`config.mk`:
```
export PLATFORM = sky130hd
export DESIGN_NAME = ltb_bound_unit
export DESIGN_NICKNAME = d
export VERILOG_FILES = /design/src/ltb_pkg.sv /design/src/ltb_bound_unit.sv
export SDC_FILE = /design/constraint.sdc
export NUM_CORES = 1
export LEC_CHECK = 0
export ABC_AREA = 1
export BUFFER_PORTS_ARGS = -buffer_cell sky130_fd_sc_hd__buf_2
export CORE_MARGIN = 2
export CORE_UTILIZATION = 55
export CTS_CLUSTER_SIZE = 28
export DETAILED_ROUTE_END_ITERATION = 16
export PLACE_DENSITY = 0.73
export SYNTH_ARGS = -nofsm -noshare
export SYNTH_HDL_FRONTEND = slang
export SYNTH_SLANG_ARGS = --single-unit
```
`constraint.sdc`:
```
create_clock -name clk -period 20.5 [get_ports clk]
set_clock_uncertainty 0.2 [all_clocks]
set_input_delay 2.05 -clock clk [delete_from_list [all_inputs] [get_ports clk]]
set_output_delay 2.05 -clock clk [all_outputs]
set_load 0.01 [all_outputs]
```
`src/ltb_pkg.sv`:
```
// ----------------------------------------------------------------------------
// ltb_pkg
// Shared types and constants of the plane-partition heat-bath update block.
// ----------------------------------------------------------------------------
package ltb_pkg;

	localparam int MAX_COLS   = 64;
	localparam int MAX_ROWS   = 64;
	localparam int VALUE_BITS = 16;

	localparam int FIELD_W   = 16;
	localparam int FRAC_W    = 16;
	localparam int FUNC_W    = 2;
	localparam int COORD_W   = 7;
	localparam int CFG_IDX_W = 2;
	localparam int CFG_DAT_W = 16;

	localparam int ROW_IW = $clog2(MAX_ROWS);
	localparam int COL_IW = $clog2(MAX_COLS);
	localparam int DEPTH  = MAX_ROWS * MAX_COLS;
	localparam int ADDR_W = $clog2(DEPTH);
	localparam int PROD_W = FRAC_W + VALUE_BITS + 1;

	typedef logic [VALUE_BITS-1:0] value_t;
	typedef logic [ADDR_W-1:0]     addr_t;
	typedef logic [COORD_W-1:0]    coord_t;
	typedef logic [FUNC_W-1:0]     func_t;
	typedef logic [ROW_IW-1:0]     row_idx_t;
	typedef logic [COL_IW-1:0]     col_idx_t;

	localparam func_t FN_LOAD     = 2'd0;
	localparam func_t FN_RESAMPLE = 2'd1;
	localparam func_t FN_READ     = 2'd2;

	localparam logic [CFG_IDX_W-1:0] CFG_TOP_VALUE = 2'd0;
	localparam logic [CFG_IDX_W-1:0] CFG_COLS_USED = 2'd1;
	localparam logic [CFG_IDX_W-1:0] CFG_ROWS_USED = 2'd2;

	typedef enum logic [3:0] {
		ST_IDLE,
		ST_RD_LEFT,
		ST_RD_ABOVE,
		ST_RD_RIGHT,
		ST_RD_BELOW,
		ST_CAP_BELOW,
		ST_MUL,
		ST_SUM,
		ST_RD_CENTER,
		ST_DONE
	} state_t;

	typedef enum logic [2:0] {
		AS_CENTER,
		AS_LEFT,
		AS_ABOVE,
		AS_RIGHT,
		AS_BELOW
	} addr_sel_t;

	typedef enum logic [1:0] {
		NB_LEFT,
		NB_ABOVE,
		NB_RIGHT,
		NB_BELOW
	} nb_t;

	// item info seen by the sequencer at the accepting edge
	typedef struct packed {
		logic  start;
		logic  range_err;
		func_t func;
	} req_t;

	// sequencer to datapath control
	typedef struct packed {
		logic      cmd_ready;
		logic      ram_re;
		logic      ram_we;
		addr_sel_t addr_sel;
		logic      cap_en;
		nb_t       cap_sel;
		logic      mul_en;
		logic      sum_en;
		logic      deliver;
	} ctl_t;

	typedef struct packed {
		logic first_row;
		logic first_col;
		logic last_row;
		logic last_col;
	} edge_t;

endpackage

```
`src/ltb_bound_unit.sv`:
```
// ----------------------------------------------------------------------------
// ltb_bound_unit
// Shared compare unit folding neighbors into bounds, then scaled draw.
// ----------------------------------------------------------------------------
module ltb_bound_unit (
	input  logic                          clk,
	input  ltb_pkg::ctl_t                 ctl,
	input  ltb_pkg::edge_t                edges,
	input  ltb_pkg::value_t               top_value,
	input  logic [ltb_pkg::FRAC_W-1:0]    frac,
	input  ltb_pkg::value_t               rdata,
	output ltb_pkg::value_t               result
);
	import ltb_pkg::*;

	value_t              upper_q;
	value_t              lower_q;
	value_t              result_q;
	logic                empty_q;
	logic [PROD_W-1:0]   prod_q;
	value_t              nb_val;
	value_t              acc;
	logic                lt;
	logic [VALUE_BITS:0] span;

	always_comb begin
		nb_val = rdata;
		acc    = upper_q;
		case (ctl.cap_sel)
			NB_LEFT:  if (edges.first_col) nb_val = top_value;
			NB_ABOVE: if (edges.first_row) nb_val = top_value;
			NB_RIGHT: begin
				acc = lower_q;
				if (edges.last_col) nb_val = '0;
			end
			NB_BELOW: begin
				acc = lower_q;
				if (edges.last_row) nb_val = '0;
			end
			default: acc = upper_q;
		endcase
	end

	assign lt   = nb_val < acc;
	assign span = {1'b0, upper_q} - {1'b0, lower_q} + (VALUE_BITS+1)'(1);

	always_ff @(posedge clk) begin
		if (ctl.cap_en) begin
			case (ctl.cap_sel)
				NB_LEFT:  upper_q <= nb_val;
				NB_ABOVE: upper_q <= lt ? nb_val : upper_q;
				NB_RIGHT: lower_q <= nb_val;
				NB_BELOW: lower_q <= lt ? lower_q : nb_val;
				default:  lower_q <= lower_q;
			endcase
		end
		if (ctl.mul_en) begin
			empty_q <= upper_q < lower_q;
			prod_q  <= PROD_W'(frac) * PROD_W'(span);
		end
		if (ctl.sum_en) begin
			result_q <= empty_q ? lower_q : lower_q + prod_q[FRAC_W +: VALUE_BITS];
		end
	end

	assign result = result_q;

endmodule

```
[Word level (Yosys, flattened, before mapping)]
Index checks and enable logic that the tools add are counted.
Operators by class
  equal/unequal tests: 5
  shift operators: 0
  magnitude comparators: 2
  multipliers: 1
  add/sub/neg operators: 3
  bitwise operators: 0
  reduce and logical (&&, ||, !) cells: 6
  muxes and demuxes: 11
  div/mod/pow operators: 0
Operators by type and width (count)
  16-bit two-way mux: 8
  16-bit one-hot mux with 2 select lines: 2
  16-bit one-hot mux with 4 select lines: 1
  16-bit < comparator: 2
  16-bit by 17-bit multiplier with 32-bit output: 1
  17-bit by 1-bit adder with 17-bit output, second input constant: 1
  16-bit by 16-bit subtractor with 17-bit output: 1
  16-bit adder: 1
  3-bit AND reduction: 2
  2-bit equality test, second input constant: 2
  2-bit inequality test, second input constant: 2
  2-bit nonzero test: 2
  2-bit by 1-bit equality test with 1-bit output, second input constant: 1
  2-bit logical NOT: 1
  2-bit OR reduction: 1
Storage, ports and cells
  output and inout port bits: 16
  ROM bits: 0
  bits in latches: 0
  bits in writable memories: 0
  input port bits: 65
  word-level logic and storage cells: 33
  memories: 0
  bits in registers: 81

[Logic depth before layout (Yosys ltp)]
Gate-level depths: netlist of run 1.
  depth after elaboration: 6
  depth in mapped cells: 40
  depth with buffers taken out: 40

[Least setup slack after synthesis of run 1]
No wires, ideal clock.
  path kind: input to register
  from: input frac[7] in the netlist's numbering
  to: register prod_q[26], data pin
  path slack: 13057 ps
  library setup time: 258 ps
  stages on the path: 22
  data arrival time: 6985 ps
  data required time: 20042 ps
  path buffers: 2
  path through: clkbuf_1 clkbuf_1 nand2_1 fa_1 inv_1 fa_1 fa_1 fa_1 fa_1 inv_1 fa_1 inv_1 ha_1 a21oi_1 a21boi_0 nor2_1 nor2_1 inv_1 a21oi_1 nand2_1 a21oi_1 xnor2_1
On the way
  word-level cells in the longest chain between the ends: 1
Ends and longest elaborated chain
  start: declaration: line ltb_bound_unit.sv:10  | input logic [ltb_pkg::FRAC_W-1:0] frac,
  16-bit by 17-bit multiplier with 32-bit output: line ltb_bound_unit.sv:59  | prod_q <= PROD_W'(frac) * PROD_W'(span);
  end signal: assignment: line ltb_bound_unit.sv:59
  end: declaration: line ltb_bound_unit.sv:20  | logic [PROD_W-1:0] prod_q;
No other way between the ends.
A chain may end at the register's enable or synchronous reset.

[Worst setup path after layout of run 1]
  from: register lower_q[1]
  to: register prod_q[26], data pin
On the way
  word-level cells in the longest chain between the ends: 3
Ends and longest elaborated chain
  start: declaration: line ltb_bound_unit.sv:17  | value_t lower_q;
  start signal: assignment: line ltb_bound_unit.sv:52  | NB_RIGHT: lower_q <= nb_val;
  start signal: assignment: line ltb_bound_unit.sv:53  | NB_BELOW: lower_q <= lt ? lower_q : nb_val;
  start signal: assignment: line ltb_bound_unit.sv:54  | default: lower_q <= lower_q;
  16-bit by 16-bit subtractor with 17-bit output: line ltb_bound_unit.sv:45  | assign span = {1'b0, upper_q} - {1'b0, lower_q} + (VALUE_BITS+1)'(1);
  17-bit by 1-bit adder with 17-bit output: line ltb_bound_unit.sv:45
  16-bit by 17-bit multiplier with 32-bit output: line ltb_bound_unit.sv:59
No other way between the ends.

==> results.cfg, run 1 <==
[place]
gp_congestion = 0.9251
dp_hpwl_microns = 29630
number_of_port_buffers = 73

[clock_network]
cts.repair.resized = 0
clock_latency_on_the_worst_skew_pair_ns = 0.34
clk_pin_slew_ns = 0.06
cts.sink_count = 65
cts.path.max_buffers = 2
cts-htree-levels = 3
cts_buffers = 9
cts_setup_buffers = 0
cts_tree = built
cts_hold_repair.buffers = 0
clockRootBuffer = clkbuf_16

[detailed_routing]
detailed_route_via_count = 11620
detail_route.vias_per_cell = 5.445
detail_route.drc_violations = 0
drtPass1Iterations = 5
post_drt_wl_per_cell_microns = 16.72
detail_route.iter0.violations = 791
detail-route-antenna-nets = 0
drt_wl_total_microns = 35680

[finish]
most_frequent_standard_cell_in_the_layout_excluding_fill_and_tap_cells = inv_1
post_route_cells_drive_above_1_share_pct = 7.206
antennaDiodeCount = 0
filler_cell_count = 2316
top_library_cells_by_usage_in_the_layout_fill_and_taps_aside = 418 x inv_1, 357 x nand2_1, 215 x fa_1, 161 x ha_1, 152 x nor2_1
area_growth_syn_to_layout_pct = 7.087
finish.utilization_pct = 59.58
num-nets-final = 2240

[synth]
seq_area_frac_synth_pct = 14.01
postSynthRegisterBits = 65
async_reset_ff_share_pct = 0
dominantRegCellSynth = edfxtp_1
post_synth_instance_area_sq_um = 13930
number_of_enable_type_register_cells_in_the_synthesized_netlist = 65
synth_fp_nets = 2189
postSynthAreaPerCell_sq_um = 7.969
yosysUniqueCellTypes = 47
postSynthCellCount = 1748
yosys_warnings = 0

[sta]
rsz_0062_raised_after_global_routing = no
finalHoldViolCount = 0
max_transition_margin_pct = 38.21
highest_clock_frequency_the_design_can_meet_ghz = 0.1205
worst_hold_slack_ns = 0.4770
tightest_pin_transition_ns = 0.9258
report.final.setup_viol = 0
final_period_minus_worst_setup_slack_ns = 8.301
timing.setup.tns_ns = 0
min_period_over_period_pct = 40.49
slew_violations = 0

[critical_path]
crit_required_ns = 20.38
worst-path-max-fanout = 16
crit_top_cell = fa_1
ff2ff_setup_slack_ns = 12.20
critPathMaxStageDelay_ns = 0.69
path_buf_inv = 5
timing.critical_path.to_type = register
path_class = reg -> reg
start_kind = register
worst_path_dominant_cell_family = adder cells
critical_path_arrival_ns = 8.18
worst_path_max_delay_cell = xor2_2

[floorplan]
die-area_sq_um = 26620
boundaryPins = 81
rows = 58
die_extent_in_y_microns = 163.1
die_w_microns = 163.1
effective_utilization_at_floorplan_pct = 55.64
design.core.area_sq_um = 25040

[global_route]
grt_pass1_wl_microns = 58100
gr-usage-all-layers_pct = 28.14
grt_remaining_overflow = 0
grt_max_degree = 38
grt_antenna_before_repair = 0
grt_pass1_vias = 11880

[flow_run]
maxCapViolCount = 0

[run_status]
run_status = finished, final reports clean

[hold_path]
timing.hold.worst.class = reg -> reg
routing by layer:
| layer | track usage [%] | vias to the layer above | wire [microns] |
|---|---|---|---|
| met2 | 48.33 | 424 | 17300 |
| met1 | 37.39 | 5668 | 14850 |
| met5 | 0 | - | 0 |
| met3 | 4.292 | 67 | 2733 |
| met4 | 7.080 | 0 | 803 |
| li1 | - | 5461 | - |
cells in the mapped netlist, types with 7 or more instances:
cell type / number / area (sq um)
a21o_1: 11 / 82.58
a21oi_1: 69 / 345.3
a22oi_1: 10 / 75.07
a31oi_1: 8 / 50.05
clkbuf_1: 33 / 123.9
edfxtp_1: 65 / 1952
fa_1: 215 / 4304
ha_1: 161 / 2014
inv_1: 418 / 1569
inv_2: 7 / 26.28
nand2_1: 357 / 1340
nand2_2: 7 / 43.79
nand3_1: 69 / 345.3
nand4_1: 10 / 62.56
nor2_1: 152 / 570.6
nor3_1: 8 / 40.04
o21ai_0: 61 / 305.3
o21bai_1: 7 / 52.55
or2_2: 9 / 56.30
xnor2_1: 10 / 87.58
xor2_1: 15 / 131.4
worst register-to-register path: cells and delay by family (launching register included):
family          cells  cell delay, ns
fa+ha+maj          10            4.34
compound gates      6            0.98
simple gates        8            0.95
xor+xnor            2            0.79
flops               1            0.48
buf+inv             5            0.28
flip-flops by register name, summed over array words and instances, names as in the netlist:
register  flops
empty_q       1
lower_q      16
prod_q       16
result       16
upper_q      16
layout make-up:
cell class	count	area (sq um)	area share, %
multi-input cells	1217	10220	68.49
well taps	330	412.9	2.768
flip-flops and latches	65	1952	13.09
repair buffers	80	417.9	2.802
clock inverters	7	93.84	0.6291
inverters	426	1599	10.72
clock buffers	9	225.2	1.510
path summary, 6_finish.rpt:
path	startpoint	endpoint	cells past startpoint
worst max-delay path	lower_q[1]$_DFFE_PP_	prod_q[26]$_DFFE_PP_	31
worst min-delay path	prod_q[16]$_DFFE_PP_	result[0]$_DFFE_PP_	3
worst max register to register	lower_q[1]$_DFFE_PP_	prod_q[26]$_DFFE_PP_	31
worst min register to register	prod_q[16]$_DFFE_PP_	result[0]$_DFFE_PP_	3
cell families after synthesis:
kind of cell | synth area share, %
XOR/XNOR | 1.805
AND/OR/NAND/NOR | 18.22
buffers and inverters | 12.65
AO/OA/AOI/OAI | 7.958
flip-flops | 14.01
adder cells (fa/ha/maj) | 45.36
per-stage QoR:
step	setup slack, ns	instance area [sq um]	std cells
4_1_cts	12.26	14920	2134
3_5_place_dp	12.30	14600	2118
6_report	12.20	14920	2134
3_3_place_gp	12.34	14600	2118
5_1_grt	11.75	14920	2134
2_1_floorplan	13.06	13930	1748
Power of run 1 is not shown: default switching activity piles up to over one toggle a cycle in this logic, so the estimate is an artifact.
==> run 2, diff against run 1 <==
clock period = 8.7 ns   (was 20.5 ns; I/O delays follow)
==> results.cfg, run 2 (same netlist as run 1, synthesis figures left out) <==
[finish]
top_library_cells_by_usage_in_the_layout_fill_and_taps_aside = 418 x inv_1, 357 x nand2_1, 215 x fa_1, 161 x ha_1, 152 x nor2_1
antennaDiodeCount = 0
post_route_cells_drive_above_1_share_pct = 7.620
layout.cell_area.non_filler_sq_um = 15000
num-nets-final = 2247
finish.cell_count_without_fillers = 2141
area_growth_syn_to_layout_pct = 7.689
most_frequent_standard_cell_in_the_layout_excluding_fill_and_tap_cells = inv_1

[critical_path]
critical_path_arrival_ns = 8.07
reg2reg_depth = 35
worst-path-max-fanout = 9
timing.critical_path.to_type = register
crit_required_ns = 8.60
worst_path_dominant_cell_family = adder cells
path_buf_inv = 6
startpoint = lower_q[1]$_DFFE_PP_
worst_setup_path_endpoint = prod_q[31]$_DFFE_PP_
crit_top_cell = nand2_1
r2r-start = lower_q[1]$_DFFE_PP_
timing.rr.end = prod_q[31]$_DFFE_PP_
path_class = reg -> reg
worst_path_max_delay_cell = fa_1
worst-path-stages = 35
critPathMaxStageDelay_ns = 0.53
ff2ff_setup_slack_ns = 0.53
start_kind = register

[place]
dp_hpwl_microns = 30070
gp_congestion = 0.9452
post-place-cells = 2125
number_of_port_buffers = 73
placement.cell_area_sq_um = 14650

[detailed_routing]
met3RoutedLength_microns = 2321
detail_route.vias_per_cell = 5.467
detailed_route_via_count = 11700
post_drt_wl_per_cell_microns = 16.87
drt_wl_total_microns = 36110
met1_length_microns = 15040
detail_route.drc_violations = 0
detail_route.iter0.violations = 921
drtPass1Iterations = 5
detail-route-antenna-nets = 0
dr.max_layer_used = met5
dr_wl_met2_microns = 17550

[clock_network]
cts_buffers = 9
clk_pin_slew_ns = 0.06
cts.repair.resized = 0
cts_tree = built
cts_setup_buffers = 0
cts_hold_repair.buffers = 0
clockRootBuffer = clkbuf_16
cts.sink_count = 65
cts-htree-levels = 3
cts.path.max_buffers = 2
clock_latency_on_the_worst_skew_pair_ns = 0.34

[sta]
timing.setup.tns_ns = 0
slew_violations = 0
highest_clock_frequency_the_design_can_meet_ghz = 0.1225
worst_hold_slack_ns = 0.5151
min_period_over_period_pct = 93.87
report.final.setup_viol = 0
max_transition_margin_pct = 39.58
finalHoldViolCount = 0
final_period_minus_worst_setup_slack_ns = 8.166
tightest_pin_transition_ns = 0.9030
rsz_0062_raised_after_global_routing = no

[global_route]
grt_max_degree = 38
gr-usage-all-layers_pct = 28.26
grt_remaining_overflow = 0
grt_pass1_vias = 11780
grt_pass1_wl_microns = 58300
grt_antenna_before_repair = 1

[hold_path]
timing.hold.worst.class = reg -> reg
min_delay_path_depth = 2

[run_status]
run_status = finished, final reports clean

[floorplan]
effective_utilization_at_floorplan_pct = 55.64
rows = 58
boundaryPins = 81
die_w_microns = 163.1
design.core.area_sq_um = 25040
die-area_sq_um = 26620
die_extent_in_y_microns = 163.1

[flow_run]
maxCapViolCount = 0
==> run 2: cell types whose count changed in the layout (fill, tap and decap cells not counted), sizes merged <==
| cell | change |
|---|---|
| clkinvlp | -1 |
| bufinv | +1 |
| clkinv | -1 |
| inv | +1 |
| buf | +7 |
==> run 2: worst min-delay path: cells and delay by family (launching register included) <==
family | cells | cell delay (ns)
AOI/OAI and AO/OA | 1 | 0.09
DFF | 1 | 0.44
and+or+nand+nor | 1 | 0.07
==> run 2: area by class of cell <==
class / instances / area (sq um)
inverter: 426 / 1599
clock inverter: 7 / 125.1
timing repair buffer: 87 / 470.5
clock buffer: 9 / 225.2
tap: 330 / 412.9
multi-input combinational: 1217 / 10220
fill: 2234 / 10040
sequential: 65 / 1952
==> run 2: how the worst min path moves through the flow <==
stage                     slack [ns]                    to                   from
after detailed placement        0.48   result[7]$_DFFE_PP_   lower_q[7]$_DFFE_PP_
after global routing            0.52   result[7]$_DFFE_PP_   lower_q[7]$_DFFE_PP_
after global placement          0.47   result[0]$_DFFE_PP_   prod_q[16]$_DFFE_PP_
after floorplan                 0.35  result[14]$_DFFE_PP_  lower_q[14]$_DFFE_PP_
final                           0.52   result[7]$_DFFE_PP_   lower_q[7]$_DFFE_PP_
after CTS                       0.49   result[7]$_DFFE_PP_   lower_q[7]$_DFFE_PP_
==> run 2: through the flow <==
stage                     util [%]  worst slack [ns]
final                        59.92            0.5336
after global routing         59.92            0.1562
after CTS                    59.92            0.6272
after detailed placement     58.52            0.6970
after global placement       58.52            0.7587
after floorplan                  -             1.505
==> run 2: per-layer routing <==
layer	global-route usage, %	vias up
met4	9.775	2
li1	-	5470
met5	0	-
met1	37.64	5748
met2	47.99	416
met3	3.276	68
Power of run 2 is left out for the same reason.
