==> src/ltb_pkg.sv <==
// ----------------------------------------------------------------------------
// ltb_pkg
// Shared types and constants of the plane-partition heat-bath update block.
// ----------------------------------------------------------------------------
package ltb_pkg;

	localparam int MAX_COLS   = 64;
	localparam int MAX_ROWS   = 64;
	localparam int VALUE_BITS = 16;

	localparam int FIELD_W   = 16;
	localparam int FRAC_W    = 16;
	localparam int FUNC_W    = 2;
	localparam int COORD_W   = 7;
	localparam int CFG_IDX_W = 2;
	localparam int CFG_DAT_W = 16;

	localparam int ROW_IW = $clog2(MAX_ROWS);
	localparam int COL_IW = $clog2(MAX_COLS);
	localparam int DEPTH  = MAX_ROWS * MAX_COLS;
	localparam int ADDR_W = $clog2(DEPTH);
	localparam int PROD_W = FRAC_W + VALUE_BITS + 1;

	typedef logic [VALUE_BITS-1:0] value_t;
	typedef logic [ADDR_W-1:0]     addr_t;
	typedef logic [COORD_W-1:0]    coord_t;
	typedef logic [FUNC_W-1:0]     func_t;
	typedef logic [ROW_IW-1:0]     row_idx_t;
	typedef logic [COL_IW-1:0]     col_idx_t;

	localparam func_t FN_LOAD     = 2'd0;
	localparam func_t FN_RESAMPLE = 2'd1;
	localparam func_t FN_READ     = 2'd2;

	localparam logic [CFG_IDX_W-1:0] CFG_TOP_VALUE = 2'd0;
	localparam logic [CFG_IDX_W-1:0] CFG_COLS_USED = 2'd1;
	localparam logic [CFG_IDX_W-1:0] CFG_ROWS_USED = 2'd2;

	typedef enum logic [3:0] {
		ST_IDLE,
		ST_RD_LEFT,
		ST_RD_ABOVE,
		ST_RD_RIGHT,
		ST_RD_BELOW,
		ST_CAP_BELOW,
		ST_MUL,
		ST_SUM,
		ST_RD_CENTER,
		ST_DONE
	} state_t;

	typedef enum logic [2:0] {
		AS_CENTER,
		AS_LEFT,
		AS_ABOVE,
		AS_RIGHT,
		AS_BELOW
	} addr_sel_t;

	typedef enum logic [1:0] {
		NB_LEFT,
		NB_ABOVE,
		NB_RIGHT,
		NB_BELOW
	} nb_t;

	// item info seen by the sequencer at the accepting edge
	typedef struct packed {
		logic  start;
		logic  range_err;
		func_t func;
	} req_t;

	// sequencer to datapath control
	typedef struct packed {
		logic      cmd_ready;
		logic      ram_re;
		logic      ram_we;
		addr_sel_t addr_sel;
		logic      cap_en;
		nb_t       cap_sel;
		logic      mul_en;
		logic      sum_en;
		logic      deliver;
	} ctl_t;

	typedef struct packed {
		logic first_row;
		logic first_col;
		logic last_row;
		logic last_col;
	} edge_t;

endpackage

==> src/ltb_seq.sv <==
// ----------------------------------------------------------------------------
// ltb_seq
// Sequencer: steps one item through grid reads, bound folding and write-back.
// ----------------------------------------------------------------------------
module ltb_seq (
	input  logic          clk,
	input  logic          arst_n,
	input  ltb_pkg::req_t req,
	input  logic          out_free,
	output ltb_pkg::ctl_t ctl
);
	import ltb_pkg::*;

	state_t state_q;
	state_t state_d;
	func_t  func_q;
	logic   err_q;
	logic   writes;

	always_ff @(posedge clk or negedge arst_n) begin
		if (!arst_n) begin
			state_q <= ST_IDLE;
			func_q  <= FN_READ;
			err_q   <= 1'b0;
		end else begin
			state_q <= state_d;
			if (req.start) begin
				func_q <= req.func;
				err_q  <= req.range_err;
			end
		end
	end

	always_comb begin
		state_d = state_q;
		unique case (state_q)
			ST_IDLE: begin
				if (req.start) begin
					if (req.range_err) begin
						state_d = ST_DONE;
					end else begin
						case (req.func)
							FN_LOAD:     state_d = ST_DONE;
							FN_RESAMPLE: state_d = ST_RD_LEFT;
							default:     state_d = ST_RD_CENTER;
						endcase
					end
				end
			end
			ST_RD_LEFT:   state_d = ST_RD_ABOVE;
			ST_RD_ABOVE:  state_d = ST_RD_RIGHT;
			ST_RD_RIGHT:  state_d = ST_RD_BELOW;
			ST_RD_BELOW:  state_d = ST_CAP_BELOW;
			ST_CAP_BELOW: state_d = ST_MUL;
			ST_MUL:       state_d = ST_SUM;
			ST_SUM:       state_d = ST_DONE;
			ST_RD_CENTER: state_d = ST_DONE;
			ST_DONE:      if (out_free) state_d = ST_IDLE;
			default:      state_d = ST_IDLE;
		endcase
	end

	assign writes = !err_q && (func_q == FN_LOAD || func_q == FN_RESAMPLE);

	always_comb begin
		ctl = '0;
		ctl.addr_sel = AS_CENTER;
		ctl.cap_sel  = NB_LEFT;
		unique case (state_q)
			ST_IDLE:      ctl.cmd_ready = 1'b1;
			ST_RD_LEFT: begin
				ctl.ram_re   = 1'b1;
				ctl.addr_sel = AS_LEFT;
			end
			ST_RD_ABOVE: begin
				ctl.ram_re   = 1'b1;
				ctl.addr_sel = AS_ABOVE;
				ctl.cap_en   = 1'b1;
				ctl.cap_sel  = NB_LEFT;
			end
			ST_RD_RIGHT: begin
				ctl.ram_re   = 1'b1;
				ctl.addr_sel = AS_RIGHT;
				ctl.cap_en   = 1'b1;
				ctl.cap_sel  = NB_ABOVE;
			end
			ST_RD_BELOW: begin
				ctl.ram_re   = 1'b1;
				ctl.addr_sel = AS_BELOW;
				ctl.cap_en   = 1'b1;
				ctl.cap_sel  = NB_RIGHT;
			end
			ST_CAP_BELOW: begin
				ctl.cap_en  = 1'b1;
				ctl.cap_sel = NB_BELOW;
			end
			ST_MUL:       ctl.mul_en = 1'b1;
			ST_SUM:       ctl.sum_en = 1'b1;
			ST_RD_CENTER: ctl.ram_re = 1'b1;
			ST_DONE: begin
				ctl.deliver = out_free;
				ctl.ram_we  = out_free && writes;
			end
			default:      ctl.cmd_ready = 1'b0;
		endcase
	end

endmodule
==> config.mk <==
export PLATFORM = sky130hd
export DESIGN_NAME = ltb_seq
export DESIGN_NICKNAME = d
export VERILOG_FILES = /design/src/ltb_pkg.sv /design/src/ltb_seq.sv
export SDC_FILE = /design/constraint.sdc
export NUM_CORES = 1
export LEC_CHECK = 0
export BUFFER_PORTS_ARGS = -buffer_cell sky130_fd_sc_hd__buf_4
export CAP_MARGIN = 15
export CORE_AREA = 2 2 39 41
export CTS_CLUSTER_SIZE = 14
export DETAILED_ROUTE_END_ITERATION = 8
export DIE_AREA = 0 0 41 43
export GPL_ROUTABILITY_DRIVEN = 0
export SLEW_MARGIN = 20
export SYNTH_ARGS = -nofsm -noshare
export SYNTH_HDL_FRONTEND = slang
export SYNTH_SLANG_ARGS = --single-unit
==> constraint.sdc <==
create_clock -name clk -period 2.1 [get_ports clk]
set_input_delay 0.42 -clock clk [delete_from_list [all_inputs] [get_ports clk]]
set_output_delay 0.42 -clock clk [all_outputs]
set_load 0.01 [all_outputs]
---- Yosys cells after proc, flatten, opt, wreduce, memory -nomap -nowiden ----
Cells that the tools add are included.
storage, ports and cells
  input port bits ......................... 7
  output and inout port bits .............. 12
  flip-flop bits (word level) ............. 7
  word-level logic and storage cells ...... 39
operators by class
  reduce and logical (&&, ||, !) cells .... 10
  muxes and demuxes ....................... 13
  equality and inequality tests ........... 13
operators by type and width
  kind                                                                    count
  4-bit one-hot mux with 9 select lines                                   1
  3-bit one-hot mux with 4 select lines                                   2
  4-bit by 3-bit equality test with 1-bit output (second input constant)  4
  4-bit 2-to-1 mux                                                        3
  4-bit by 2-bit equality test with 1-bit output (second input constant)  2
  4-bit equality test (second input constant)                             2
  4-bit one-hot mux with 2 select lines                                   1
  1-bit 2-to-1 mux                                                        6
  5-bit OR reduction                                                      1
  2-bit by 1-bit equality test with 1-bit output (second input constant)  2
  4-bit by 1-bit equality test with 1-bit output (second input constant)  1
  2-bit zero test                                                         2
  4-bit zero test                                                         1
  2-bit != test (second input constant)                                   2
  1-bit logical AND                                                       2
  2-bit AND reduction                                                     1
  2-bit OR reduction                                                      1
  1-bit zero test                                                         1
  1-bit logical OR                                                        1

---- Longest topological paths before layout ----
Gate-level depths: netlist of run 1.
  depth after elaboration ................. 5
  mapped depth ............................ 4
  depth with buffers taken out ............ 3

---- Worst setup path before layout of run 1 ----
Ideal clock, no wire load.
  path type ............................... reg2out
  start ................................... reg state_q[2]
  end ..................................... out ctl[9] (netlist bit)
  arrival time ............................ 1.191 ns
  cell stages (with the launch flop) ...... 5
  required time ........................... 1.680 ns
  buffers on the path ..................... 1
  path slack .............................. 0.489 ns
  path through ............................ dfrtp_1 > buf_6 > and4bb_1 > and2_1 > nor3b_2
RTL lines
  element                 RTL line       text
  from (decl)             ltb_seq.sv:14  state_t state_q;
  from (signal assigned)  ltb_seq.sv:26  state_q <= state_d;
  to (decl)               ltb_seq.sv:10  output ltb_pkg::ctl_t ctl

==> out/results.txt, run 1 <==
run status = finished, final reports clean
adder-cell area share of the yosys netlist = 0
Slew Viols, Final = 0
htree depth = 1
YS warnings = 0
clock buffer depth = 2
Die W = 41 um
Synth Area in XOR/XNOR = 0.0592
Slowest Stage Delay on Critical Path = 0.60 ns
Initial Util = 0.321
min-delay worst type = in -> reg
Mapped Area = 444 sq um
compound-cell area share of the yosys netlist = 0.107
crit path kind = reg -> out
Register Area = 151 sq um
post-route ant nets = 0
CTS tree = yes
CTS root buf = clkbuf_4
Port Buffers = 18
worst-path fanout max = 15
Critical Path RT = 1.68 ns
Slowest cell on crit path = dfrtp_1
post-synthesis simple-gate area fraction = 0.355
Max rail drop VDD = 0.528 mV
mux contribution to synthesized area = 0.0732
cts repair resizes = 0
pin count of the biggest net entering global routing = 16
first-pass GRT wire length = 1650 um
dpl ws = 0.407 ns
post-synthesis sequential area ratio = 0.341
Setup TNS = 0 ns
most frequent cells in the layout = 18 x buf_4, 7 x nor2_1, 5 x dfrtp_1, 4 x and2_1, 4 x nand2_1
later-pin clock latency in the skew report = 0.24 ns
cells along the critical path = and4bb_1 > and2_1 > nor3b_2 > buf_4
final worst-path cycle share = 0.926
Avg Cell Area, Syn = 9.25 sq um
Post-Synthesis Cells = 48
multi-input logic area = 264 sq um
routed vias = 407
WL/cell = 11.0 um
total CTS buffers = 3
Setup violations, final = 0
WL final = 914 um
Worst Setup Slack, final = 0.156 ns
crit path time final = 1.94 ns
area grow syn2layout = 36.6%
max frequency = 514 MHz
Critical Path Sink Type = output port
final net count = 75
Least-Margin Pin Slew = 0.434 ns
Die Y = 43 um
Worst setup SP type = flip-flop
Hold Violations, Final = 0
die footprint = 1760 sq um
post-synthesis cell type count = 29
post-CTS setup buffer count = 0
Core Region = 1380 sq um
P_leak = 0.293 nW
first-pass detailed-route iteration total = 4
I/O pins = 19
gr ovfl total = 0
layout cells sized above 1 = 0.388
Max Cap Viol = 0
# rows = 14
Vias per Instance = 4.90
CTS sink count = 6
CP Data Arrival Time = 1.52 ns
RSZ-0062 raised after global routing = false
Max transition margin = 0.711
largest family of logic cells by synthesized area = simple AND/OR/NAND/NOR gates
vias in the first global route = 378
initial drt markers = 4
#FFs+latches synth = 6
initial antenna violation count = 0
Mapped Nets = 55
fillers = 147
Cell Pwr Density = 1370 nW/um^2
Worst-path clk slew = 0.05 ns
DRC Markers = 0
clock skew = 0.00820 ns
# diodes = 0
commonest non-fill, non-tap cell in the layout = buf_4
dpl hpwl = 693 um
GRT Overall Usage = 0.142
## flip-flops by register name, indices dropped and copies added (netlist names)
signal and cells:
err_q 1, func_q 1, state_q 4
## cell families after synthesis
family	count (synthesis)
buffers and inverters	4
AND/OR/NAND/NOR	26
AO/OA/AOI/OAI	6
multiplexers	3
XOR/XNOR	3
flip-flops	6
## where the power goes
| group | internal (mW) | total, mW | switching, mW |
|---|---|---|---|
| Sequential | 0.156 | 0.269 | 0.113 |
| Combinational | 0.260 | 0.450 | 0.190 |
| Clock | 0.0718 | 0.112 | 0.0397 |
| Total | 0.487 | 0.831 | 0.343 |
## worst max-delay path, delay by kind of cell (launching register included)
kind,cells,cell delay (ns)
and+or+nand+nor,3,0.55
buffers and inverters,1,0.13
DFF,1,0.60
## worst paths after layout
path                            start    endpoint  slack [ns]  depth (start not counted)
min in group asynchronous      arst_n  state_q[0]        0.51                          2
min                            req[1]   func_q[1]        0.45                          2
max                        state_q[1]      ctl[9]        0.16                          4
max in group asynchronous      arst_n   func_q[1]        1.38                          2
min reg2reg                     err_q       err_q        0.53                          1
max reg2reg                state_q[1]  state_q[3]        0.68                          3
## Yosys cell counts (all sizes together)
master	count	area, sq um
a21o	1	7.51
a221o	1	10.0
a41o	1	10.0
and2	4	25.0
and2b	1	7.51
and4b	1	10.0
and4bb	1	12.5
buf	4	28.8
dfrtp	5	125
dfstp	1	26.3
mux2	2	22.5
mux2i	1	10.0
nand2	4	15.0
nand2b	1	6.26
nand3	1	5.00
nor2	7	26.3
nor3	2	15.0
nor3b	2	20.0
nor4	1	6.26
o21a	1	7.51
o21ai	1	5.00
o31ai	1	7.51
or3b	1	8.76
xnor2	2	17.5
xor2	1	8.76
## area by class of cell
type / count / area share
multi-input combinational: 38 / 0.435
sequential: 6 / 0.249
timing repair buffer: 19 / 0.239
clock buffer: 4 / 0.0433
tap: 16 / 0.0330
## what timing repair did
action | CTS | global route
hold endpoints to repair | 5 | 0
endpoints found under the setup margin | 0 | 0
hold buffers | 1 | 0
## routing by layer
layer,share of wire,GRT usage
met1,0.45,0.199
met2,0.46,0.175
met3,0.066,0.0314
met4,0.030,0.120
met5,0,0
## stage by stage
step                      utilization  std cells  area, sq um  hold WS (ns)  total power [mW]
after floorplan                     -         48          444         0.124             0.568
after global placement          0.412         78          571         0.229             0.727
after detailed placement        0.412         78          571         0.230             0.726
after CTS                       0.439         83          607         0.434             0.846
after global routing            0.439         83          607         0.438             0.923
final                           0.439         83          607         0.447             0.831
(Power assumes the default switching activity.)
==> inputs of run 2 (changes only) <==
--- a/config.mk
+++ b/config.mk
@@ -7,11 +7,13 @@
 export LEC_CHECK = 0
 export BUFFER_PORTS_ARGS = -buffer_cell sky130_fd_sc_hd__buf_4
 export CAP_MARGIN = 15
-export CORE_AREA = 2 2 39 41
+export CELL_PAD_IN_SITES_DETAIL_PLACEMENT = 0
+export CELL_PAD_IN_SITES_GLOBAL_PLACEMENT = 1
+export CORE_UTILIZATION = 34
 export CTS_CLUSTER_SIZE = 14
 export DETAILED_ROUTE_END_ITERATION = 8
-export DIE_AREA = 0 0 41 43
 export GPL_ROUTABILITY_DRIVEN = 0
+export PLACE_DENSITY_LB_ADDON = 0.1
 export SLEW_MARGIN = 20
 export SYNTH_ARGS = -nofsm -noshare
 export SYNTH_HDL_FRONTEND = slang
==> run 2 against run 1 <==
- sequential cell count unchanged
- first-iteration DRC count increased by 50%
- clock power about the same
- worst hold slack got worse by 0.0070 ns
- worst setup slack got worse by 0.0021 ns
- largest cell class unchanged
- largest power group unchanged
==> out/results.txt, run 2 (synthesis gave the netlist of run 1 again) <==
run status = finished, final reports clean
htree depth = 1
total power draw = 836 uW
I/O pins = 19
Max transition margin = 0.708
Biggest register = state_q
largest registers = state_q (4), err_q (1), func_q (1)
final worst-path cycle share = 0.927
layout cells sized above 1 = 0.388
Setup TNS = 0 ns
Setup violations, final = 0
dpl hpwl = 681 um
hold slack = 0.440 ns
Flop pwr share = 0.323
CTS tree = yes
initial antenna violation count = 0
# diodes = 0
crit path kind = reg -> out
DRC Markers = 0
# rows = 12
initial drt markers = 6
combinational power share = 0.545
GRT Overall Usage = 0.152
WL final = 882 um
Initial Util = 0.384
crit path time final = 1.95 ns
max FFs per register = 4
Die Y = 38.1 um
RSZ-0062 raised after global routing = false
CP Data Arrival Time = 1.53 ns
Vias per Instance = 4.99
Max Cap Viol = 0
Max rail drop VDD = 0.656 mV
first-pass GRT wire length = 1540 um
final net count = 75
pin count of the biggest net entering global routing = 16
most frequent cells in the layout = 18 x buf_4, 7 x nor2_1, 5 x dfrtp_1, 4 x and2_1, 4 x nand2_1
WL/cell = 10.9 um
vias in the first global route = 375
Switching Power = 349 uW
Worst setup SP type = flip-flop
Finished Cell Area = 604 sq um
min-delay worst type = in -> reg
FF-to-FF Start = state_q[1]
Least-Margin Pin Slew = 0.439 ns
switching share of power = 0.417
Worst Setup Slack, final = 0.154 ns
later-pin clock latency in the skew report = 0.24 ns
CTS sink count = 6
commonest non-fill, non-tap cell in the layout = buf_4
Int Pwr = 487 uW
Hold Violations, Final = 0
DP Area = 568 sq um
die footprint = 1460 sq um
final std cells w/o fill = 81
CTS root buf = clkbuf_4
area grow syn2layout = 36.1%
clock skew = 0.00574 ns
Port Buffers = 18
clock buffer depth = 2
cts repair resizes = 0
P_leak = 0.293 nW
Die W = 38.1 um
Worst-path clk slew = 0.05 ns
worst-path fanout max = 15
post-route ant nets = 0
first-pass detailed-route iteration total = 4
Core Region = 1160 sq um
fin util = 0.523
Critical Path RT = 1.68 ns
CP startpoint = state_q[1]
Critical Path Sink Type = output port
routed vias = 404
gr ovfl total = 0
Placed Instances = 76
beginning of the worst hold path = req[2]
fillers = 111
dpl ws = 0.411 ns
total CTS buffers = 3
Cell Pwr Density = 1380 nW/um^2
clock power share = 0.131
Slew Viols, Final = 0
max frequency = 514 MHz
-- run 2: critical path, stage by stage (launching register included) --
cell and delay [ns]:
dfrtp_1 0.61, and4bb_1 0.24, and2_1 0.16, nor3b_2 0.15, buf_4 0.14
-- run 2: worst paths after layout --
check | endpoint | slack [ns] | cells after the start
setup / recovery | ctl[9] | 0.15 | 4
hold / removal | err_q | 0.44 | 2
setup reg to reg | state_q[0] | 0.67 | 3
hold reg to reg | err_q | 0.53 | 1
max in group asynchronous | func_q[1] | 1.38 | 2
min in group asynchronous | state_q[3] | 0.51 | 2
-- run 2: final cells by class --
| type | instances | area (sq um) | area share |
|---|---|---|---|
| clock buffer | 4 | 26.3 | 0.0435 |
| multi-input combinational | 38 | 264 | 0.437 |
| sequential | 6 | 151 | 0.251 |
| tap | 14 | 17.5 | 0.0290 |
| timing repair buffer | 19 | 145 | 0.240 |
-- run 2: per-layer routing --
metal,wire [um],GRT usage
met5,0,0
met3,28,0.0174
met4,0,0.0804
met2,415,0.246
met1,437,0.197
-- run 2: power by group through the flow --
stage	sequential, mW	combinational (mW)	clock [mW]
global route	0.290	0.507	0.124
floorplan	0.190	0.378	0
detailed placement	0.272	0.460	0
global placement	0.272	0.460	0
finish	0.270	0.456	0.110
CTS	0.270	0.464	0.116
-- run 2: timing repair --
action                    in CTS  in global routing
buffers inserted               0                  0
hold endpoints to repair       5                  0
hold buffers                   1                  0
==> inputs of run 3 (changes only) <==
--- a/config.mk
+++ b/config.mk
@@ -5,16 +5,16 @@
 export SDC_FILE = /design/constraint.sdc
 export NUM_CORES = 1
 export LEC_CHECK = 0
+export ABC_AREA = 1
 export BUFFER_PORTS_ARGS = -buffer_cell sky130_fd_sc_hd__buf_4
 export CAP_MARGIN = 15
 export CELL_PAD_IN_SITES_DETAIL_PLACEMENT = 0
 export CELL_PAD_IN_SITES_GLOBAL_PLACEMENT = 1
-export CORE_UTILIZATION = 34
+export CORE_UTILIZATION = 29
 export CTS_CLUSTER_SIZE = 14
 export DETAILED_ROUTE_END_ITERATION = 8
 export GPL_ROUTABILITY_DRIVEN = 0
 export PLACE_DENSITY_LB_ADDON = 0.1
-export SLEW_MARGIN = 20
 export SYNTH_ARGS = -nofsm -noshare
 export SYNTH_HDL_FRONTEND = slang
 export SYNTH_SLANG_ARGS = --single-unit
==> run 3 against run 2 <==
- utilization is 6.2 points lower
- die area grew 9.4%
- via count increased by 21%
- critical path depth increased by 2
- total power is 1.2% lower
- wire length grew 17%
- sequential share of layout area fell by 0.10 points
- maximum frequency up 6.6%
- sequential cell count is the same
- clock-buffer cell count unchanged
- critical path type unchanged
- critical endpoint unchanged
- largest cell class unchanged
- largest power group unchanged
==> out/results.txt, run 3 <==
cts repair resizes = 0
GRT Overall Usage = 0.167
final net count = 101
most frequent cells after synthesis = 24 x nand2_1, 12 x nor2_1, 11 x inv_1, 5 x dfrtp_1, 5 x o21ai_0
clock buffer depth = 2
Post-Synthesis Cells = 70
fillers = 152
Vias per Instance = 4.54
Least-Margin Pin Slew = 0.272 ns
dpl ws = 0.562 ns
most frequent cells in the layout = 24 x nand2_1, 18 x buf_4, 12 x nor2_1, 11 x inv_1
gr ovfl total = 0
first-pass detailed-route iteration total = 4
initial drt markers = 9
Post-synth EDFFs = 0
multi-input logic area = 216 sq um
later-pin clock latency in the skew report = 0.25 ns
first-pass GRT wire length = 1680 um
die footprint = 1590 sq um
cell count of the worst reg-to-reg path = 8
pin count of the biggest net entering global routing = 7
Die W = 39.9 um
Hold Path Cell Cnt = 3
min-delay worst type = in -> reg
CTS tree = yes
crit path kind = reg -> out
Worst-path clk slew = 0.05 ns
CP Data Arrival Time = 1.41 ns
final worst-path cycle share = 0.869
Critical Path RT = 1.68 ns
WL/cell = 9.56 um
vias in the first global route = 412
post-route ant nets = 0
synth top area cells = dfrtp_1 30%, nand2_1 22%, nor2_1 11%, inv_1 9.9%, dfstp_2 6.3%
crit path time final = 1.83 ns
Worst R2R Setup Slack = 0.85 ns
I/O pins = 19
Avg Cell Area, Syn = 5.95 sq um
max frequency = 548 MHz
Hold Violations, Final = 0
CTS sink count = 6
Initial Util = 0.316
Placed Instances = 103
post-synthesis sequential area ratio = 0.363
# diodes = 0
Setup violations, final = 0
area leader, netlist = dfrtp_1
FF-to-FF End = state_q[3]
P_leak = 0.355 nW
worst-path fanout max = 6
Mapped Nets = 77
Worst Setup Slack, final = 0.275 ns
Core Region = 1320 sq um
Max Cap Viol = 0
WHS Endpoint = func_q[1]
max FFs per register = 4
YS warnings = 0
final std cells w/o fill = 108
Worst setup SP type = flip-flop
area grow syn2layout = 45.6%
ys async rst share = 1.00
Cell Pwr Density = 1360 nW/um^2
Register Area = 151 sq um
post-synth top area share = 0.300
commonest non-fill, non-tap cell in the layout = nand2_1
# rows = 13
Slew Viols, Final = 0
Critical Path Sink Type = output port
Mapped Area = 417 sq um
FF-to-FF Start = state_q[1]
cts-stage hold buffer count = 1
beginning of the worst hold path = req[3]
Biggest register = state_q
htree depth = 1
post-CTS setup buffer count = 0
WL final = 1030 um
total CTS buffers = 3
dpl hpwl = 826 um
Max transition margin = 0.818
Die Y = 39.9 um
CTS root buf = clkbuf_4
DRC Markers = 0
largest registers = state_q (4), err_q (1), func_q (1)
routed vias = 490
post-synthesis cell type count = 12
initial antenna violation count = 0
count leader, synth = nand2_1
run status = finished, final reports clean
RSZ-0062 raised after global routing = false
ys flop type = dfrtp_1
Setup TNS = 0 ns
Port Buffers = 18
layout cells sized above 1 = 0.290
clock skew = 0.00644 ns
Max rail drop VDD = 0.663 mV
#FFs+latches synth = 6
-- run 3: cell count changes after synthesis, sizes merged, moves of 2 or more --
cell   before  now
and2        4    0
buf         4    0
inv         0   13
mux2        2    0
nand2       4   24
nand3       1    3
nor2        7   15
nor3b       2    0
o21ai       1    5
xnor2       2    0
-- run 3: cell type report --
cell class | instances | area share
Multi-Input combinational cell | 51 | 0.357
Sequential cell | 6 | 0.249
Timing Repair Buffer | 19 | 0.239
Inverter | 13 | 0.0804
Clock buffer | 4 | 0.0433
Tap cell | 15 | 0.0309
-- run 3: critical path, cell delays in order (launching register included) --
cell and delay, ns:
dfrtp_1 0.44, inv_2 0.09, nand2_1 0.06, nor2_1 0.16, inv_1 0.07, nor4_1 0.17, buf_4 0.16
-- run 3: per-layer routing --
layer / up-vias / track usage / share of wire
met3: 0 / 0.0682 / 0.095
met1: 211 / 0.196 / 0.42
li1: 256 / - / -
met4: 0 / 0.0517 / 0
met5: - / 0 / 0
met2: 23 / 0.274 / 0.48
-- run 3: cells by family after synthesis --
kind of cell | after synthesis | synth area share
AO/OA/AOI/OAI | 5 | 0.0601
AND/OR/NAND/NOR | 46 | 0.459
flip-flops | 6 | 0.363
buffers and inverters | 13 | 0.117
-- run 3: worst max-delay path by stage --
| stage | startpoint | end |
|---|---|---|
| after floorplan | state_q[1] | ctl[9] |
| after global placement | state_q[1] | ctl[9] |
| after detailed placement | state_q[1] | ctl[9] |
| after CTS | state_q[1] | ctl[9] |
| after global routing | state_q[1] | ctl[9] |
| final | state_q[1] | ctl[9] |
-- run 3: stage by stage --
| stage | power, mW | utilization | instance area, sq um | hold slack (ns) |
|---|---|---|---|---|
| 3_3_place_gp | 0.715 | 0.433 | 571 | 0.230 |
| 6_report | 0.826 | 0.461 | 607 | 0.387 |
| 4_1_cts | 0.832 | 0.461 | 607 | 0.392 |
| 2_1_floorplan | 0.505 | - | 417 | 0.124 |
| 3_5_place_dp | 0.709 | 0.433 | 571 | 0.231 |
| 5_1_grt | 0.921 | 0.461 | 607 | 0.389 |
-- run 3: where the power goes --
| group | switching, mW | leakage, nW | internal [mW] | total (mW) |
|---|---|---|---|---|
| Clock | 0.0479 | 0.0150 | 0.0724 | 0.120 |
| Combinational | 0.291 | 0.267 | 0.211 | 0.501 |
| Sequential | 0.0483 | 0.0732 | 0.157 | 0.205 |
| Total | 0.387 | 0.355 | 0.440 | 0.826 |
